===== src/hdl/rrq_pkg.sv =====
// Shared types, command and register codes, and the slice interval function
// of the round-robin run queue. No dependencies.
package rrq_pkg;

	localparam int TASK_W  = 5;
	localparam int FAULT_W = 20;
	localparam int COUNT_W = 6;
	localparam int LVL_W   = 4;
	localparam int SLICE_W = 8;

	// Command codes.
	localparam logic [2:0] CMD_ENQ_TAIL = 3'd0;
	localparam logic [2:0] CMD_ENQ_HEAD = 3'd1;
	localparam logic [2:0] CMD_DEQUEUE  = 3'd2;
	localparam logic [2:0] CMD_YIELD    = 3'd3;
	localparam logic [2:0] CMD_PICK     = 3'd4;
	localparam logic [2:0] CMD_TICK     = 3'd5;
	localparam logic [2:0] CMD_QUERY    = 3'd6;

	// Register indexes.
	localparam logic [2:0] CFG_INITIAL_SLICE = 3'd0;
	localparam logic [2:0] CFG_SLICE_MAX     = 3'd1;
	localparam logic [2:0] CFG_SLICE_STEP    = 3'd2;
	localparam logic [2:0] CFG_RACE_SCALE    = 3'd3;
	localparam logic [2:0] CFG_RACE_KNEE     = 3'd4;

	localparam logic [7:0]  RST_INITIAL_SLICE = 8'd10;
	localparam logic [7:0]  RST_SLICE_MAX     = 8'd100;
	localparam logic [4:0]  RST_SLICE_STEP    = 5'd9;
	localparam logic [3:0]  RST_RACE_SCALE    = 4'd11;
	localparam logic [15:0] RST_RACE_KNEE     = 16'd2000;

	typedef struct packed {
		logic [2:0]         cmd;
		logic [TASK_W-1:0]  task_id;
		logic [FAULT_W-1:0] fault_count;
	} req_t;

	typedef struct packed {
		logic [TASK_W-1:0]  task_out;
		logic               found;
		logic               resched;
		logic [SLICE_W-1:0] slice_out;
		logic [COUNT_W-1:0] queue_count;
		logic               error;
	} rsp_t;

	typedef struct packed {
		logic [2:0]  index;
		logic [15:0] value;
	} cfg_wr_t;

	typedef struct packed {
		logic [7:0]  initial_slice;
		logic [7:0]  slice_max;
		logic [4:0]  slice_step;
		logic [3:0]  race_scale;
		logic [15:0] race_knee;
	} cfg_t;

	typedef struct packed {
		logic               start;
		logic [3:0]         scale;
		logic [FAULT_W-1:0] fault;
		logic [15:0]        knee;
	} race_req_t;

	typedef struct packed {
		logic             done;
		logic [LVL_W-1:0] level;
	} race_rsp_t;

	// Slice granted at a given race level; saturates at one.
	function automatic logic [SLICE_W-1:0] rrq_interval(input logic [7:0] smax,
			input logic [4:0] step, input logic [LVL_W-1:0] lvl);
		logic [8:0] red;
		red = 9'(step) * 9'(lvl);
		if (red >= {1'b0, smax})
			return 8'd1;
		return smax - red[7:0];
	endfunction

endpackage


===== src/hdl/rrq_race.sv =====
// Race level unit: scale*f / (f + knee), the product registered at start, then a four-step
// restoring divider. Depends on rrq_pkg.
module rrq_race #(
	parameter int FAULT_BITS = 20
) (
	input  logic                clk,
	input  logic                arst_n,
	input  rrq_pkg::race_req_t  race_req,
	output rrq_pkg::race_rsp_t  race_rsp
);
	import rrq_pkg::*;

	localparam int FW = (FAULT_BITS < FAULT_W) ? FAULT_BITS : FAULT_W;
	localparam int NW = FW + 4;
	localparam int DW = ((FW > 16) ? FW : 16) + 1;
	localparam int CW = DW + 3;

	typedef enum logic [2:0] {
		R_IDLE = 3'b001,
		R_DIV  = 3'b010,
		R_DONE = 3'b100
	} race_state_t;

	race_state_t      state_q;
	logic [1:0]       cnt_q;
	logic [CW-1:0]    rem_q;
	logic [CW-1:0]    dsh_q;
	logic [LVL_W-1:0] quo_q;
	logic             dz_q;

	logic [FW-1:0] f_eff;
	logic [NW-1:0] prod;
	logic [DW-1:0] den;
	logic          ge;

	assign f_eff = race_req.fault[FW-1:0];
	assign prod  = NW'(race_req.scale) * NW'(f_eff);
	assign den   = DW'(f_eff) + DW'(race_req.knee);
	assign ge    = (rem_q >= dsh_q);

	always_ff @(posedge clk or negedge arst_n) begin
		if (!arst_n) begin
			state_q <= R_IDLE;
			cnt_q   <= '0;
		end else begin
			unique case (state_q)
				R_IDLE: begin
					if (race_req.start) begin
						state_q <= R_DIV;
						cnt_q   <= 2'd3;
					end
				end
				R_DIV: begin
					if (cnt_q == 2'd0)
						state_q <= R_DONE;
					else
						cnt_q <= cnt_q - 2'd1;
				end
				R_DONE: state_q <= R_IDLE;
				default: state_q <= R_IDLE;
			endcase
		end
	end

	// The quotient never exceeds the scale, so four quotient bits suffice.
	always_ff @(posedge clk) begin
		if (state_q == R_IDLE && race_req.start) begin
			rem_q <= CW'(prod);
			dsh_q <= {den, 3'b000};
			dz_q  <= (den == '0);
			quo_q <= '0;
		end else if (state_q == R_DIV) begin
			if (ge)
				rem_q <= rem_q - dsh_q;
			dsh_q <= dsh_q >> 1;
			quo_q <= {quo_q[LVL_W-2:0], ge};
		end
	end

	assign race_rsp.done  = (state_q == R_DONE);
	assign race_rsp.level = dz_q ? '0 : quo_q;

endmodule


===== config.mk =====
export PLATFORM = sky130hd
export DESIGN_NAME = rrq_race
export DESIGN_NICKNAME = d
export VERILOG_FILES = /design/src/hdl/rrq_pkg.sv /design/src/hdl/rrq_race.sv
export SDC_FILE = /design/constraint.sdc
export NUM_CORES = 1
export LEC_CHECK = 0
export ABC_AREA = 1
export ABC_CLOCK_PERIOD_IN_PS = 6100
export BUFFER_PORTS_ARGS = -buffer_cell sky130_fd_sc_hd__buf_2
export CAP_MARGIN = 40
export CELL_PAD_IN_SITES_DETAIL_PLACEMENT = 0
export CELL_PAD_IN_SITES_GLOBAL_PLACEMENT = 1
export CORE_AREA = 5 5 169 130
export DETAILED_ROUTE_END_ITERATION = 8
export DIE_AREA = 0 0 174 135
export PLACE_DENSITY_LB_ADDON = 0.2
export SLEW_MARGIN = 30
export SYNTH_ARGS = -nofsm -noshare
export SYNTH_HDL_FRONTEND = slang
export SYNTH_SLANG_ARGS = --single-unit

===== constraint.sdc =====
create_clock -name clk -period 6.1 [get_ports clk]
set_clock_uncertainty 0.15 [all_clocks]
set_input_delay 0.61 -clock clk [delete_from_list [all_inputs] [get_ports clk]]
set_output_delay 0.61 -clock clk [all_outputs]
set_load 0.05 [all_outputs]

==> flow_metrics.py <==
metrics = {
    "outcome": {
        "outcome": "completed",
    },
    "clocking": {
        "clock_latency_ns": 0.33,
        "cts_tree": "done",
        "htree_num_levels": 3,
        "cts_inserted_buffers": 9,
        "root_buffer": "clkbuf_16",
        "clk_pin_slew_ns": 0.06,
        "cts.sinks": 58,
        "post-cts-setup-buffer-count": 0,
        "clockBufferDepth": 2,
    },
    "yosys": {
        "yosysSeqAreaShare": 0.2078,
        "synth_top_area_share": 0.1742,
        "yosysWarnings": 0,
        "synth_cell_type_count": 35,
        "synth_area_per_cell_um2": 6.425,
        "synthTopCellsByArea": "edfxtp_1, nand2_1, inv_1",
        "syn_area_mm2": 0.007929,
        "synth_nets": 1384,
        "synth_largest_area_cell": "edfxtp_1",
        "ys_ff_latch": 58,
        "syn_inst": 1234,
    },
    "floorplan": {
        "dieArea_mm2": 0.02349,
        "start_util": 0.3956,
        "io_pins": 48,
        "dieWidth_um": 174,
        "fp.dieH_um": 135,
        "core-area_mm2": 0.02004,
        "rows": 45,
    },
    "setup_path": {
        "start_kind": "input pin",
        "worstReg2RegStart": "rem_q[5]",
        "arrival_ns": 3.80,
        "end_kind": "register",
        "cp.required_ns": 6.02,
        "rrSetupSlack_ns": 3.15,
        "startpoint": "race_req[39]",
        "path_max_fanout": 20,
        "critical_path_class": "input pin to register",
    },
    "min_path": {
        "worstHoldPathType": "register to register",
        "hold_start": "quo_q[3]",
    },
    "flow_run": {
        "maxCapViolCount": 0,
    },
    "drt": {
        "viasPerCell": 5.040,
        "drt_iter0_drc": 576,
        "route.vias.total": 7761,
        "drc": 0,
        "drt_wl_total_mm": 24.92,
        "firstDrtPassIters": 5,
        "antenna_left": 0,
        "wl_per_cell_um": 16.18,
    },
    "final_layout": {
        "final_area_mm2": 0.008750,
        "nNetsFinal": 1427,
        "multi_input_area_mm2": 0.005191,
        "regArea_mm2": 0.001648,
        "most-common-layout-cells": "nand2_1, inv_1, nor2_1",
        "areaGrowthSynthToFinish_pct": 10.35,
        "antenna_cells": 0,
        "layout_commonest_cell": "nand2_1",
        "final.fill_count": 2204,
        "layout-drive-gt1-share": 0.07176,
    },
    "placement": {
        "io_buffers": 47,
        "pre_cts_ws_ns": 1.906,
        "place.gp.congestion": 0.9022,
        "place_hpwl_mm": 20.74,
        "placedInstanceArea_mm2": 0.008444,
    },
    "global_route": {
        "antenna_found_initial": 0,
        "grt_pass1_wl_mm": 40.09,
        "grt_max_degree": 47,
        "grt_overflow": 0,
        "track_usage": 0.2145,
        "grt_pass1_vias": 7391,
    },
    "sta": {
        "tightest_slew_ns": 0.5455,
        "finalCritPeriodShare": 0.6358,
        "setup_viol": 0,
        "rsz0062_at_grt": "false",
        "slew_headroom": 0.6363,
        "min_period_ns": 3.879,
        "max_freq_mhz": 257.8,
        "setup_tns_ns": 0,
        "setup_ws_ns": 2.221,
        "slew_viol_final": 0,
        "hold_slack_ns": 0.3011,
        "hold_violations": 0,
    },
    "pwr": {
        "irDropWorstVdd_uv": 227.7,
        "leakagePower_nw": 4.812,
        "powerDensity_mw_per_mm2": 449.3,
    },
}
[logic make-up (layout without fill, tap and decap cells)]
group           count (synthesis)  after routing  share of synthesized area
compound gates                185            185                     0.1242
xor+xnor                       12             12                    0.01326
fa+ha+maj                     107            107                     0.2048
buf+inv                       288            336                     0.1374
flops                          58             58                     0.2078
simple gates                  584            584                     0.3125
[critical path: stages]
cell     delay [ns]
buf_2          0.23
nand2_1        0.11
inv_1          0.06
fa_1           0.54
inv_1          0.06
fa_1           0.52
inv_1          0.04
ha_1           0.34
a21oi_1        0.21
o21ai_0        0.21
a21oi_1        0.21
inv_1          0.09
nand2_1        0.06
nand2_1        0.06
o21ai_0        0.35
nand2_1        0.09
[layer usage]
metal | global-route usage | wire length [um] | vias to the layer above
li1 | - | - | 3986
met1 | 0.3369 | 13150 | 3547
met2 | 0.3245 | 10240 | 214
met3 | 0.02659 | 1397 | 14
met4 | 0.02154 | 128 | 0
met5 | 0 | 0 | -
[final cells by class]
type / count / share of cell area
timing repair buffer: 53 / 0.03318
clock buffer: 9 / 0.02574
tap: 258 / 0.03689
multi-input combinational: 888 / 0.5933
inverter: 267 / 0.1145
clock inverter: 7 / 0.008008
sequential: 58 / 0.1883
[cell usage after synthesis]
master,count
nand4_1,22
nor4_2,1
xnor2_1,4
a21oi_1,81
nand3b_1,11
o21bai_1,5
a21o_1,6
fa_1,38
dfstp_2,1
buf_2,7
nor3_1,15
nand2_1,357
nand3_1,69
o21ai_1,2
o21ai_2,4
inv_1,267
nand2_2,8
dfxtp_1,7
nor2_4,1
nor2_2,4
dfrtp_1,4
o21a_1,4
a21boi_0,1
or2_2,3
nor2_1,86
clkbuf_1,14
edfxtp_1,46
a211oi_1,1
a31oi_1,1
nor3b_1,1
nor4_1,3
nand3_2,3
ha_1,69
o21ai_0,80
xor2_1,8
[per-stage QoR]
stage | instances | util | power [W]
2_1_floorplan | 1234 | - | 0.002610
3_3_place_gp | 1522 | 0.4205 | 0.003375
3_5_place_dp | 1523 | 0.4213 | 0.003372
4_1_cts | 1540 | 0.4365 | 0.003902
5_1_grt | 1540 | 0.4365 | 0.004290
6_report | 1540 | 0.4365 | 0.003931
[repair_timing]
item,4_1_cts,5_1_grt
hold endpoints to repair,4,0
gates resized for setup,0,0
hold buffers,1,0
[worst paths after layout]
path,to,depth (start not counted)
worst max-delay path,rem_q[13],16
worst min-delay path,quo_q[3],2
worst max register to register,rem_q[6],10
worst min register to register,quo_q[3],2
max in group asynchronous,state_q[0],2
min in group asynchronous,state_q[1],2
[where the power goes]
| group | switching [W] | internal (W) |
|---|---|---|
| combinational | 0.00177 | 0.000825 |
| sequential | 0.0000912 | 0.000737 |
| clock | 0.000195 | 0.000314 |
| total | 0.00205 | 0.00188 |
[flip-flops by register name, indices dropped and copies added, names as in the netlist]
| name | count |
|---|---|
| rem_q | 24 |
| cnt_q | 2 |
| state_q | 3 |
| dz_q | 1 |
| dsh_q | 24 |
| quo_q | 4 |
Power figures use the tool's default switching activity.
